<file path="src/rtl/wed_pkg.sv">
// Shared types, constants and the substitution cost function for the weighted edit distance block.
package wed_pkg;

  localparam int unsigned SYM_W  = 8;
  localparam int unsigned DIST_W = 11;
  localparam int unsigned COST_W = 5;

  // Border step of the score table and the gap cost inside it, in tenths.
  localparam logic [COST_W-1:0] STEP_EDGE  = 5'd10;
  localparam logic [COST_W-1:0] COST_GAP   = 5'd5;
  localparam logic [COST_W-1:0] COST_NEAR  = 5'd2;
  localparam logic [COST_W-1:0] COST_FAR   = 5'd20;
  localparam logic [COST_W-1:0] COST_OTHER = 5'd5;

  localparam logic [SYM_W-1:0] SYM_ONE   = 8'h31;
  localparam logic [SYM_W-1:0] SYM_SIX   = 8'h36;
  localparam logic [SYM_W-1:0] SYM_SEVEN = 8'h37;
  localparam logic [SYM_W-1:0] SYM_EIGHT = 8'h38;

  localparam logic [2:0] RING_FIRST = 3'd0;
  localparam logic [2:0] RING_LAST  = 3'd5;

  typedef enum logic [1:0] {
    OP_APPEND_FIRST  = 2'd0,
    OP_APPEND_SECOND = 2'd1,
    OP_COMPUTE       = 2'd2
  } op_e;

  typedef enum logic [1:0] {
    ST_IDLE,
    ST_INIT,
    ST_ROW,
    ST_CELL
  } state_e;

  typedef struct packed {
    logic [1:0]       operation;
    logic [SYM_W-1:0] symbol;
  } wed_in_t;

  typedef struct packed {
    logic [DIST_W-1:0] distance;
    logic              overflow;
  } wed_out_t;

  // Cost of replacing c1 (first string) by c2 (second string), c1 != c2.
  function automatic logic [COST_W-1:0] sub_cost(input logic [SYM_W-1:0] c1,
                                                  input logic [SYM_W-1:0] c2);
    logic [2:0]       k;
    logic [2:0]       prev_k;
    logic [2:0]       next_k;
    logic [SYM_W-1:0] nb_prev;
    logic [SYM_W-1:0] nb_next;
    logic [COST_W-1:0] cost;
    k       = 3'(c1 - SYM_ONE);
    prev_k  = (k == RING_FIRST) ? RING_LAST : 3'(k - 3'd1);
    next_k  = (k == RING_LAST) ? RING_FIRST : 3'(k + 3'd1);
    nb_prev = SYM_ONE + SYM_W'(prev_k);
    nb_next = SYM_ONE + SYM_W'(next_k);
    if (c1 < SYM_ONE || c1 > SYM_SIX) begin
      cost = COST_OTHER;
    end else if (c2 == SYM_SEVEN || c2 == SYM_EIGHT || c2 == nb_prev || c2 == nb_next) begin
      cost = COST_NEAR;
    end else begin
      cost = COST_FAR;
    end
    return cost;
  endfunction

endpackage

</file>
<file path="src/rtl/wed_ram.sv">
// Generic single-write, single-read RAM with registered read data.
module wed_ram #(
  parameter int unsigned WIDTH = 8,
  parameter int unsigned DEPTH = 64
) (
  input  logic                                         clk_i,
  input  logic                                         we_i,
  input  logic [((DEPTH > 1) ? $clog2(DEPTH) : 1)-1:0] waddr_i,
  input  logic [WIDTH-1:0]                             wdata_i,
  input  logic                                         re_i,
  input  logic [((DEPTH > 1) ? $clog2(DEPTH) : 1)-1:0] raddr_i,
  output logic [WIDTH-1:0]                             rdata_o
);

  logic [WIDTH-1:0] mem_q [DEPTH];
  logic [WIDTH-1:0] rdata_q;

  always_ff @(posedge clk_i) begin
    if (we_i) begin
      mem_q[waddr_i] <= wdata_i;
    end
    if (re_i) begin
      rdata_q <= mem_q[raddr_i];
    end
  end

  assign rdata_o = rdata_q;

endmodule

</file>
<file path="src/rtl/weighted_edit_distance.sv">
// Top level of the weighted edit distance block: string stores, score row and control.
//
// Append requests (operation 0 or 1) and unused operation codes are handled without
// leaving ST_IDLE; a symbol past MAX_LEN is dropped and sets the overflow flag. A compute
// request fills the first score row in ST_INIT, then walks the table row by row, one cell
// per cycle through the score-row memory with a setup step in ST_ROW before each row;
// it then emits the result and clears both strings and the overflow flag. The result
// waits in an output register, and the next request is taken once that register is free
// or drained.
module weighted_edit_distance
  import wed_pkg::*;
#(
  parameter int unsigned MAX_LEN = 64
) (
  input  logic     clk_i,
  input  logic     rst_ni,
  input  logic     in_valid_i,
  output logic     in_ready_o,
  input  wed_in_t  in_data_i,
  output logic     out_valid_o,
  input  logic     out_ready_i,
  output wed_out_t out_data_o
);

  localparam int unsigned AW     = (MAX_LEN > 1) ? $clog2(MAX_LEN) : 1;
  localparam int unsigned LW     = $clog2(MAX_LEN + 1);
  localparam int unsigned SW_MIN = $clog2(15 * MAX_LEN + 1);
  localparam int unsigned SW     = (SW_MIN > DIST_W) ? SW_MIN : DIST_W;

  state_e state_q, state_d;

  logic [LW-1:0] len1_q, len1_d;
  logic [LW-1:0] len2_q, len2_d;
  logic          trunc_q, trunc_d;
  logic [AW-1:0] cidx_q, cidx_d;
  logic [AW-1:0] xidx_q, xidx_d;
  logic [SW-1:0] left_q, left_d;
  logic [SW-1:0] diag_q, diag_d;
  logic [SW-1:0] col_q, col_d;
  logic [SW-1:0] res_q, res_d;
  logic          out_valid_q, out_valid_d;
  wed_out_t      out_q, out_d;

  logic in_fire;
  logic full1, full2;
  logic init_last, cell_last, row_last, len1_zero;
  logic finish;

  logic             t1_we, t2_we, sc_we, row_re, t2_re;
  logic [AW-1:0]    row_raddr, sc_waddr;
  logic [SW-1:0]    sc_wdata;
  logic [SYM_W-1:0] c1, c2;
  logic [SW-1:0]    up;

  logic [SW:0]   up_sum, left_sum, diag_sum, min_ab, min_all;
  logic [SW-1:0] cell_v;
  logic [SW-1:0] col_next;

  assign in_ready_o = (state_q == ST_IDLE) && (!out_valid_q || out_ready_i);
  assign in_fire    = in_valid_i && in_ready_o;

  assign full1     = (len1_q == LW'(MAX_LEN));
  assign full2     = (len2_q == LW'(MAX_LEN));
  assign len1_zero = (len1_q == '0);
  assign init_last = len1_zero || (LW'(cidx_q) + LW'(1) == len1_q);
  assign cell_last = (LW'(cidx_q) + LW'(1) == len1_q);
  assign row_last  = (LW'(xidx_q) + LW'(1) == len2_q);
  assign col_next  = col_q + SW'(STEP_EDGE);

  // Score of one cell from its upper, left and diagonal neighbors.
  assign up_sum   = {1'b0, up} + (SW + 1)'(COST_GAP);
  assign left_sum = {1'b0, left_q} + (SW + 1)'(COST_GAP);
  assign diag_sum = {1'b0, diag_q} + (SW + 1)'(sub_cost(c1, c2));
  assign min_ab   = (up_sum < left_sum) ? up_sum : left_sum;
  assign min_all  = (min_ab < diag_sum) ? min_ab : diag_sum;
  assign cell_v   = (c1 == c2) ? diag_q : min_all[SW-1:0];

  // Next state.
  always_comb begin
    state_d = state_q;
    unique case (state_q)
      ST_IDLE: begin
        if (in_fire && in_data_i.operation == OP_COMPUTE) begin
          state_d = ST_INIT;
        end
      end
      ST_INIT: begin
        if (init_last) begin
          state_d = (len2_q == '0) ? ST_IDLE : ST_ROW;
        end
      end
      ST_ROW: begin
        if (len1_zero) begin
          if (row_last) begin
            state_d = ST_IDLE;
          end
        end else begin
          state_d = ST_CELL;
        end
      end
      ST_CELL: begin
        if (cell_last) begin
          state_d = row_last ? ST_IDLE : ST_ROW;
        end
      end
      default: state_d = ST_IDLE;
    endcase
  end

  // Control outputs of the sequencer.
  always_comb begin
    finish    = 1'b0;
    t1_we     = 1'b0;
    t2_we     = 1'b0;
    sc_we     = 1'b0;
    sc_waddr  = cidx_q;
    sc_wdata  = left_q;
    row_re    = 1'b0;
    row_raddr = '0;
    t2_re     = 1'b0;
    unique case (state_q)
      ST_IDLE: begin
        t1_we = in_fire && (in_data_i.operation == OP_APPEND_FIRST) && !full1;
        t2_we = in_fire && (in_data_i.operation == OP_APPEND_SECOND) && !full2;
      end
      ST_INIT: begin
        sc_we  = !len1_zero;
        finish = init_last && (len2_q == '0);
      end
      ST_ROW: begin
        row_re = 1'b1;
        t2_re  = 1'b1;
        finish = len1_zero && row_last;
      end
      ST_CELL: begin
        sc_we     = 1'b1;
        sc_wdata  = cell_v;
        row_re    = 1'b1;
        row_raddr = cidx_q + AW'(1);
        finish    = cell_last && row_last;
      end
      default: ;
    endcase
  end

  // Datapath registers.
  always_comb begin
    len1_d      = len1_q;
    len2_d      = len2_q;
    trunc_d     = trunc_q;
    cidx_d      = cidx_q;
    xidx_d      = xidx_q;
    left_d      = left_q;
    diag_d      = diag_q;
    col_d       = col_q;
    res_d       = res_q;
    out_valid_d = out_valid_q;
    out_d       = out_q;
    if (out_valid_q && out_ready_i) begin
      out_valid_d = 1'b0;
    end
    unique case (state_q)
      ST_IDLE: begin
        if (in_fire) begin
          case (op_e'(in_data_i.operation))
            OP_APPEND_FIRST: begin
              if (full1) begin
                trunc_d = 1'b1;
              end else begin
                len1_d = len1_q + LW'(1);
              end
            end
            OP_APPEND_SECOND: begin
              if (full2) begin
                trunc_d = 1'b1;
              end else begin
                len2_d = len2_q + LW'(1);
              end
            end
            OP_COMPUTE: begin
              cidx_d = '0;
              xidx_d = '0;
              left_d = SW'(STEP_EDGE);
              col_d  = '0;
              res_d  = '0;
            end
            default: ;
          endcase
        end
      end
      ST_INIT: begin
        if (!len1_zero) begin
          res_d  = left_q;
          left_d = left_q + SW'(STEP_EDGE);
          cidx_d = cidx_q + AW'(1);
        end
      end
      ST_ROW: begin
        diag_d = col_q;
        left_d = col_next;
        col_d  = col_next;
        cidx_d = '0;
        if (len1_zero) begin
          res_d  = col_next;
          xidx_d = xidx_q + AW'(1);
        end
      end
      ST_CELL: begin
        left_d = cell_v;
        diag_d = up;
        cidx_d = cidx_q + AW'(1);
        if (cell_last) begin
          res_d  = cell_v;
          xidx_d = xidx_q + AW'(1);
        end
      end
      default: ;
    endcase
    // Emit the result and clear both strings and the overflow flag.
    if (finish) begin
      out_valid_d    = 1'b1;
      out_d.distance = res_d[DIST_W-1:0];
      out_d.overflow = trunc_q;
      len1_d         = '0;
      len2_d         = '0;
      trunc_d        = 1'b0;
    end
  end

  always_ff @(posedge clk_i or negedge rst_ni) begin
    if (!rst_ni) begin
      state_q     <= ST_IDLE;
      len1_q      <= '0;
      len2_q      <= '0;
      trunc_q     <= 1'b0;
      out_valid_q <= 1'b0;
    end else begin
      state_q     <= state_d;
      len1_q      <= len1_d;
      len2_q      <= len2_d;
      trunc_q     <= trunc_d;
      out_valid_q <= out_valid_d;
    end
  end

  always_ff @(posedge clk_i) begin
    cidx_q <= cidx_d;
    xidx_q <= xidx_d;
    left_q <= left_d;
    diag_q <= diag_d;
    col_q  <= col_d;
    res_q  <= res_d;
    out_q  <= out_d;
  end

  assign out_valid_o = out_valid_q;
  assign out_data_o  = out_q;

  wed_ram #(
    .WIDTH(SYM_W),
    .DEPTH(MAX_LEN)
  ) u_first_text (
    .clk_i  (clk_i),
    .we_i   (t1_we),
    .waddr_i(len1_q[AW-1:0]),
    .wdata_i(in_data_i.symbol),
    .re_i   (row_re),
    .raddr_i(row_raddr),
    .rdata_o(c1)
  );

  wed_ram #(
    .WIDTH(SYM_W),
    .DEPTH(MAX_LEN)
  ) u_second_text (
    .clk_i  (clk_i),
    .we_i   (t2_we),
    .waddr_i(len2_q[AW-1:0]),
    .wdata_i(in_data_i.symbol),
    .re_i   (t2_re),
    .raddr_i(xidx_q),
    .rdata_o(c2)
  );

  // Score row, entry y-1 holds column y; column 0 lives in col_q.
  wed_ram #(
    .WIDTH(SW),
    .DEPTH(MAX_LEN)
  ) u_score_row (
    .clk_i  (clk_i),
    .we_i   (sc_we),
    .waddr_i(sc_waddr),
    .wdata_i(sc_wdata),
    .re_i   (row_re),
    .raddr_i(row_raddr),
    .rdata_o(up)
  );

`ifndef SYNTHESIS
  a_busy_no_request : assert property (@(posedge clk_i) disable iff (!rst_ni)
    (state_q != ST_IDLE) |-> !in_ready_o)
    else $error("request taken while a compute is running");

  a_len_bound : assert property (@(posedge clk_i) disable iff (!rst_ni)
    (len1_q <= LW'(MAX_LEN)) && (len2_q <= LW'(MAX_LEN)))
    else $error("string length beyond store depth");

  a_cell_in_range : assert property (@(posedge clk_i) disable iff (!rst_ni)
    (state_q == ST_CELL) |-> ((LW'(cidx_q) < len1_q) && (LW'(xidx_q) < len2_q)))
    else $error("cell walk outside the loaded strings");

  a_finish_clears : assert property (@(posedge clk_i) disable iff (!rst_ni)
    finish |=> (len1_q == '0) && (len2_q == '0) && !trunc_q && out_valid_q)
    else $error("result emitted without clearing the strings");

  a_finish_slot_free : assert property (@(posedge clk_i) disable iff (!rst_ni)
    finish |-> !out_valid_q)
    else $error("result overwrites a pending result");
`endif

endmodule
</file>
<file path="config.mk">
export PLATFORM = sky130hd
export DESIGN_NAME = weighted_edit_distance
export DESIGN_NICKNAME = d
export VERILOG_FILES = /design/src/rtl/wed_pkg.sv /design/src/rtl/wed_ram.sv /design/src/rtl/weighted_edit_distance.sv
export SDC_FILE = /design/constraint.sdc
export NUM_CORES = 2
export LEC_CHECK = 0
export BUFFER_PORTS_ARGS = -buffer_cell sky130_fd_sc_hd__buf_4
export CORE_MARGIN = 8
export CORE_UTILIZATION = 55
export CTS_CLUSTER_SIZE = 20
export DETAILED_ROUTE_END_ITERATION = 7
export GPL_ROUTABILITY_DRIVEN = 0
export PLACE_DENSITY = 0.74
export REMOVE_ABC_BUFFERS = 1
export SLEW_MARGIN = 10
export SYNTH_ARGS = -nofsm -noshare
export SYNTH_HDL_FRONTEND = slang
export SYNTH_SLANG_ARGS = --single-unit
</file>
<file path="constraint.sdc">
create_clock -name clk_i -period 23.7 [get_ports clk_i]
set_input_delay 1.185 -clock clk_i [delete_from_list [all_inputs] [get_ports clk_i]]
set_output_delay 1.185 -clock clk_i [all_outputs]
set_load 0.05 [all_outputs]
</file>
# [Word-level counts from Yosys, hierarchy flattened]
# Memories as Yosys holds them, arrays and structs flattened. A register that Yosys moved wholly into a read port is not among the register bits.
# Index checks and enable logic that the tools add are counted.
[word_totals] n_memories=3 elab_cells=174 ram_bits=1728 ff_bits=86
[classes] mux=68 reduce_logical=43 n_eq_ne=27 addsub=16 magnitude_cmp=4
[memory_table] name="u_score_row.mem_q" words=64 width=11 read_ports=1 rd_ports_with_merged_regs=1 write_ports=1 line="wed_ram.sv:15" text="logic [WIDTH-1:0] mem_q [DEPTH];"
[memory_table] name="u_first_text.mem_q" words=64 width=8 read_ports=1 rd_ports_with_merged_regs=1 write_ports=1 line="wed_ram.sv:15"
[memory_table] name="u_second_text.mem_q" words=64 width=8 read_ports=1 rd_ports_with_merged_regs=1 write_ports=1 line="wed_ram.sv:15"
[ops] cell="two-way mux 11 bit" count=13
[ops] cell="case mux 11 bit (4 select lines)" count=2
[ops] cell="two-way mux 7 bit" count=10
[ops] cell="case mux 11 bit (2 select lines)" count=2
[ops] cell="two-way mux 6 bit" count=6
[ops] cell="adder 11 x 3 -> 12 bit, second input constant" count=2
[ops] cell="< comparator 12 bit" count=2
[ops] cell="case mux 6 bit (4 select lines)" count=1
[ops] cell="adder 11 x 4 -> 11 bit, second input constant" count=2
[ops] cell="case mux 6 bit (3 select lines)" count=1
[ops] cell="two-way mux 1 bit" count=17
[ops] cell="equality test 8 x 6 -> 1 bit, second input constant" count=2
[ops] cell="equality test 8 x 7 -> 1 bit" count=2
[ops] cell="adder 6 x 1 -> 7 bit, second input constant" count=2
[ops] cell="adder 6 x 3 -> 7 bit, first input constant" count=2
[ops] cell="adder 7 x 1 -> 7 bit, second input constant" count=2
[ops] cell="equality test 7 bit" count=2
[ops] cell="equality test 7 bit, second input constant" count=2
[ops] cell="logical NOT 7 bit" count=2
[ops] cell="two-way mux 2 bit" count=7
[ops] cell="nonzero test 2 bit" count=7
[ops] cell="adder 11 x 5 -> 12 bit" count=1
[ops] cell="adder 6 x 1 -> 6 bit, second input constant" count=2
[ops] cell="two-way mux 12 bit" count=1
[ops] cell="other kinds (26)" count=66

# [Logic depth before layout (Yosys ltp)]
[logic_depth] ltp_word=15 mapped_depth=29 mapped_depth_nobuf=27

# [Hierarchy]
# Synthesis repeated with hierarchy kept, for this count alone.
[hier_totals] cells_unflattened=3877 area_unflattened_um2=74500.2
[by_module_without_submodules] mod="wed_ram (u_first_text ...)" seq_area_each_um2=15615.0 cells_per_inst=940 area_per_inst_um2=20246.9 n_inst=2
[by_module_without_submodules] mod="wed_ram (u_score_row)" seq_area_each_um2=21470.6 cells_per_inst=1279 area_per_inst_um2=27596.5 n_inst=1
[by_module_without_submodules] mod="weighted_edit_distance" seq_area_each_um2=2352.3 cells_per_inst=718 area_per_inst_um2=6409.9 n_inst=1

# [Worst setup path before layout]
# Ideal clock, no wire load.
[synth_timing] path_kind="register to register" startpoint="reg u_first_text.rdata_q[0] (netlist: u_first_text.rdata_o[0]) (read register of u_first_text.mem_q)" endpoint="mem u_score_row.mem_q[0][4] in the netlist's numbering, data pin" path_stages_with_launch=28 setup_time_ps=720 synth_period_minus_slack_ps=8556 slack_ps=15144 arrival_ps=7836 t_required_ps=22980 cell_sequence="edfxtp_1 > clkbuf_1 > inv_1 > nor2_1 > nor2_1 > ha_1 > xnor2_1 > xnor2_1 > nand2_1 > o311ai_0 > a22o_1 > a221oi_1 > nor4_1 > inv_1 > ha_1 > a21o_1 > a31oi_1 > nor3_1 > nand3_1 > or2_2 > ha_1 > and4_1 > a221oi_1 > o21a_1 > a41o_1 > buf_2 > a211oi_1 > o31ai_1"
[synth_via] elab_chain_len=14
[synth_rtl] element="start, declared" line="wed_ram.sv:16" text="logic [WIDTH-1:0] rdata_q;"
[synth_rtl] element="subtractor 3 x 1 -> 3 bit" line="wed_pkg.sv:55" text="k = 3'(c1 - SYM_ONE);"
[synth_rtl] element="subtractor 3 x 1 -> 3 bit / logical NOT 3 bit (equally long branches)" line="wed_pkg.sv:56" text="prev_k = (k == RING_FIRST) ? RING_LAST : 3'(k - 3'd1);"
[synth_rtl] element="two-way mux 3 bit" line="wed_pkg.sv:56"
[synth_rtl] element="adder 6 x 3 -> 7 bit" line="wed_pkg.sv:58" text="nb_prev = SYM_ONE + SYM_W'(prev_k);"
[synth_rtl] element="equality test 8 x 7 -> 1 bit" line="wed_pkg.sv:62" text="end else if (c2 == SYM_SEVEN || c2 == SYM_EIGHT || c2 == nb_prev || c2 == nb_next) begin"
[synth_rtl] element="logical OR 1 bit (2 in series)" line="wed_pkg.sv:62"
[synth_rtl] element="two-way mux 5 bit" line="wed_pkg.sv:62"
[synth_rtl] element="two-way mux 5 bit" line="wed_pkg.sv:60" text="if (c1 < SYM_ONE || c1 > SYM_SIX) begin"
[synth_rtl] element="adder 11 x 5 -> 12 bit" line="weighted_edit_distance.sv:73" text="assign diag_sum = {1'b0, diag_q} + (SW + 1)'(sub_cost(c1, c2));"
[synth_rtl] element="< comparator 12 bit" line="weighted_edit_distance.sv:75" text="assign min_all = (min_ab < diag_sum) ? min_ab : diag_sum;"
[synth_rtl] element="two-way mux 11 bit" line="weighted_edit_distance.sv:75"
[synth_rtl] element="two-way mux 11 bit *" line="weighted_edit_distance.sv:76" text="assign cell_v = (c1 == c2) ? diag_q : min_all[SW-1:0];"
[synth_rtl] element="two-way mux 11 bit *" line="weighted_edit_distance.sv:121" text="unique case (state_q)"
[synth_rtl] element="via sc_wdata[4]" line="weighted_edit_distance.sv:51" text="logic [SW-1:0] sc_wdata;"
[synth_rtl] element="end, declared" line="wed_ram.sv:15"
# The timed path passes the listed nets; every way through them passes the cells marked *.

# [Worst setup path in the final report]
[layout_timing] startpoint="reg u_first_text.rdata_q[0] (netlist: u_first_text.rdata_o[0]) (read register of u_first_text.mem_q)" endpoint="mem u_score_row.mem_q[55][8] in the netlist's numbering, data pin"
# The elaborated chain is that of the path after synthesis.

==> impl_metrics.toml <==
[status]
status = "completed"

[final_layout]
n_antenna_cell = 0
area_growth_syn_to_layout_pct = 10.3
final_cell_mix = "edfxtp_1, nand2_1, nand3_1, nor2_1, a21oi_1"
nets = 5022
final_common_cell = "edfxtp_1"
layout-drive-gt1-share_pct = 13.1

[routing]
drc = 0
drt_wl_total_um = 187000
drt_iter0_markers = 5765
ant_nets = 0
vias = 44855
routed_via_density = 6.50
first_pass_iters = 8
post_drt_wl_per_cell_um = 27.1

[critical_path]
worstSetupEndpointType = "register"
r2r_end = "u_score_row.mem_q[55][8]"
cp_max_fo = 64
ff2ff_path_depth = 26
arrival_ps = 8570
cp.required_ps = 24140
start_kind = "register"
reg2reg_slack_ps = 15560
timing.rr.start = "u_first_text.rdata_o[0]"
crit_type = "reg -> reg"

[synthesis]
synth-async-reset-ratio_pct = 0.978
avgSynthCellArea_um2 = 15.1
syn_inst = 4991
ys_ff_latch = 1840
synth_edf_count = 1811
synth_cell_types = 67
yosysWarnings = 0
netlist_area_mm2 = 0.0755
ys_seq_area_share_pct = 72.9
synth-main-ff-cell = "edfxtp_1"

[placement]
portBuffers = 27
hpwlAfterDp_um = 107000
dpl_worst_slack_ps = 15790

[die]
initial_core_util_pct = 55.2
core_mm2 = 0.137
io_pins = 28
rows = 136
die_h_um = 387
fp.dieW_um = 387
dieArea_mm2 = 0.149

[global_route]
groute.usage.overall_pct = 24.3
grt_max_degree = 119
antenna_found_initial = 5
grt_pass1_vias = 43330
grt_overflow_total = 0
grt_pass1_wl_um = 278000

[timing]
finalHoldViolCount = 0
rsz0062_at_grt = "false"
min_period_ps = 8140
finalCritPeriodShare_pct = 34.3
fin_skew_ps = 41.0
setup-violations-final = 0
tightest_slew_ps = 1310
fin_tns_setup_ps = 0
max_slew_margin_pct = 12.1
timing.fmax_mhz = 123
setup_slack_ps = 15560
slew_viol_final = 0

[clock_network]
numCtsBuffers = 180
cts_sinks = 1840
h-tree-depth = 4
postCtsSetupBuffers = 0
clk_pin_slew_ps = 60
ctsHoldBuffers = 0
cts_resized = 0
cts_tree = "yes"
cts_buffer_depth = 3
clk_latency_ps = 820
clock_tree.root_cell = "clkbuf_16"

[min_path]
hold_path_class = "in -> async"

[power]
ir_drop_mv = 0.108
cellPowerDensity_mw_per_mm2 = 123
p_leak_uw = 0.0273

[flow_run]
maxCapViolations = 0
## routing by layer
layer	vias to the layer above	part of all wire, %	track usage [%]
li1	19235	-	-
met5	-	0.0070	0
met1	22462	39	34.6
met4	2	3.0	7.55
met3	402	11	5.19
met2	2754	47	37.9
## Yosys cell counts (all sizes together) (48+ instances only)
library cell,number,area (µm²)
a311oi,62,543
a21oi,193,966
nor2,313,1170
a31oi,50,313
o221ai,57,499
mux2i,192,1930
xnor2,48,420
o22ai,52,325
mux4,166,3740
o21ai,107,536
edfxtp,1811,54400
buf,129,567
mux2,71,803
nand2,641,2410
clkbuf,219,822
nand3,382,1920
and3,62,388
a211oi,74,556
## state kept, by name, indices dropped and copies added (netlist names)
register	flops
trunc_q	1
len1_q	7
left_q	11
u_second_text.rdata_o	8
diag_q	11
xidx_q	6
u_score_row.rdata_o	11
u_score_row.mem_q	704
col_q	10
len2_q	7
state_q	2
cidx_q	6
out_valid_o	1
u_first_text.rdata_o	8
u_second_text.mem_q	512
out_data_o	12
res_q	11
u_first_text.mem_q	512
## report_power, final
group	internal [µW]	leakage, µW	switching (µW)	total [µW]
clock network	1530	0.00274	1210	2730
registers	4050	0.0167	130	4180
logic	1060	0.00789	2260	3310
total	6630	0.0273	3590	10200
## stage by stage
step	utilization, %	cell area, µm²	hold slack, ps	instances	power (µW)
3_3_place_gp	56.8	77700	448	6581	7430
4_1_cts	60.9	83300	242	6904	10200
3_5_place_dp	56.8	77700	460	6581	7510
5_1_grt	60.9	83300	255	6904	10600
6_report	60.9	83300	289	6904	10200
2_1_floorplan	-	74100	426	4643	6560
## worst max-delay path by stage
stage / end / slack [ps] / from
after detailed placement: u_score_row.mem_q[52][8] / 15790 / u_first_text.rdata_o[0]
after global placement: u_score_row.mem_q[52][8] / 16000 / u_first_text.rdata_o[0]
after CTS: u_score_row.mem_q[53][8] / 15710 / u_first_text.rdata_o[0]
after floorplan: u_score_row.rdata_o[9] / 3230 / cidx_q[0]
after global routing: u_score_row.mem_q[53][8] / 15000 / u_first_text.rdata_o[0]
final: u_score_row.mem_q[55][8] / 15560 / u_first_text.rdata_o[0]
## worst max-delay path, stage by stage (launching register included)
cell and delay (ps):
edfxtp_1 500, inv_1 140, nor2_1 140, nor2_1 60
ha_1 230, xnor2_1 180, xnor2_1 140, nand2_1 70
o311ai_0 140, a22o_1 210, a221oi_1 100, nor4_1 620
inv_1 120, ha_1 360, a21o_1 200, a31oi_1 150
nor3_1 420, nand3_1 240, or2_2 350, ha_1 310
and4_1 240, a221oi_1 410, o21a_1 220, a41o_1 590
nor3_1 90, nor3_1 410, mux2_2 1030
## final cells by class
| cell class | instances | area, µm² |
|---|---|---|
| Clock inverter | 99 | 853 |
| Clock buffer | 224 | 4760 |
| Multi-Input combinational cell | 2770 | 19200 |
| Sequential cell | 1840 | 55100 |
| Tap cell | 1794 | 2240 |
| Inverter | 33 | 124 |
| Fill cell | 9651 | 53500 |
| Timing Repair Buffer | 144 | 1110 |
## kinds of logic (layout without fill, tap and decap cells)
group / after synthesis / count (layout) / share of synthesized area (%)
compound gates: 690 / 690 / 6.04
mux: 429 / 429 / 8.58
fa+ha+maj: 39 / 39 / 0.656
flops: 1840 / 1840 / 72.9
buf+inv: 381 / 500 / 2.00
xor+xnor: 83 / 83 / 0.973
simple gates: 1529 / 1529 / 8.85
Note: power is estimated with default switching activity, not from simulation.
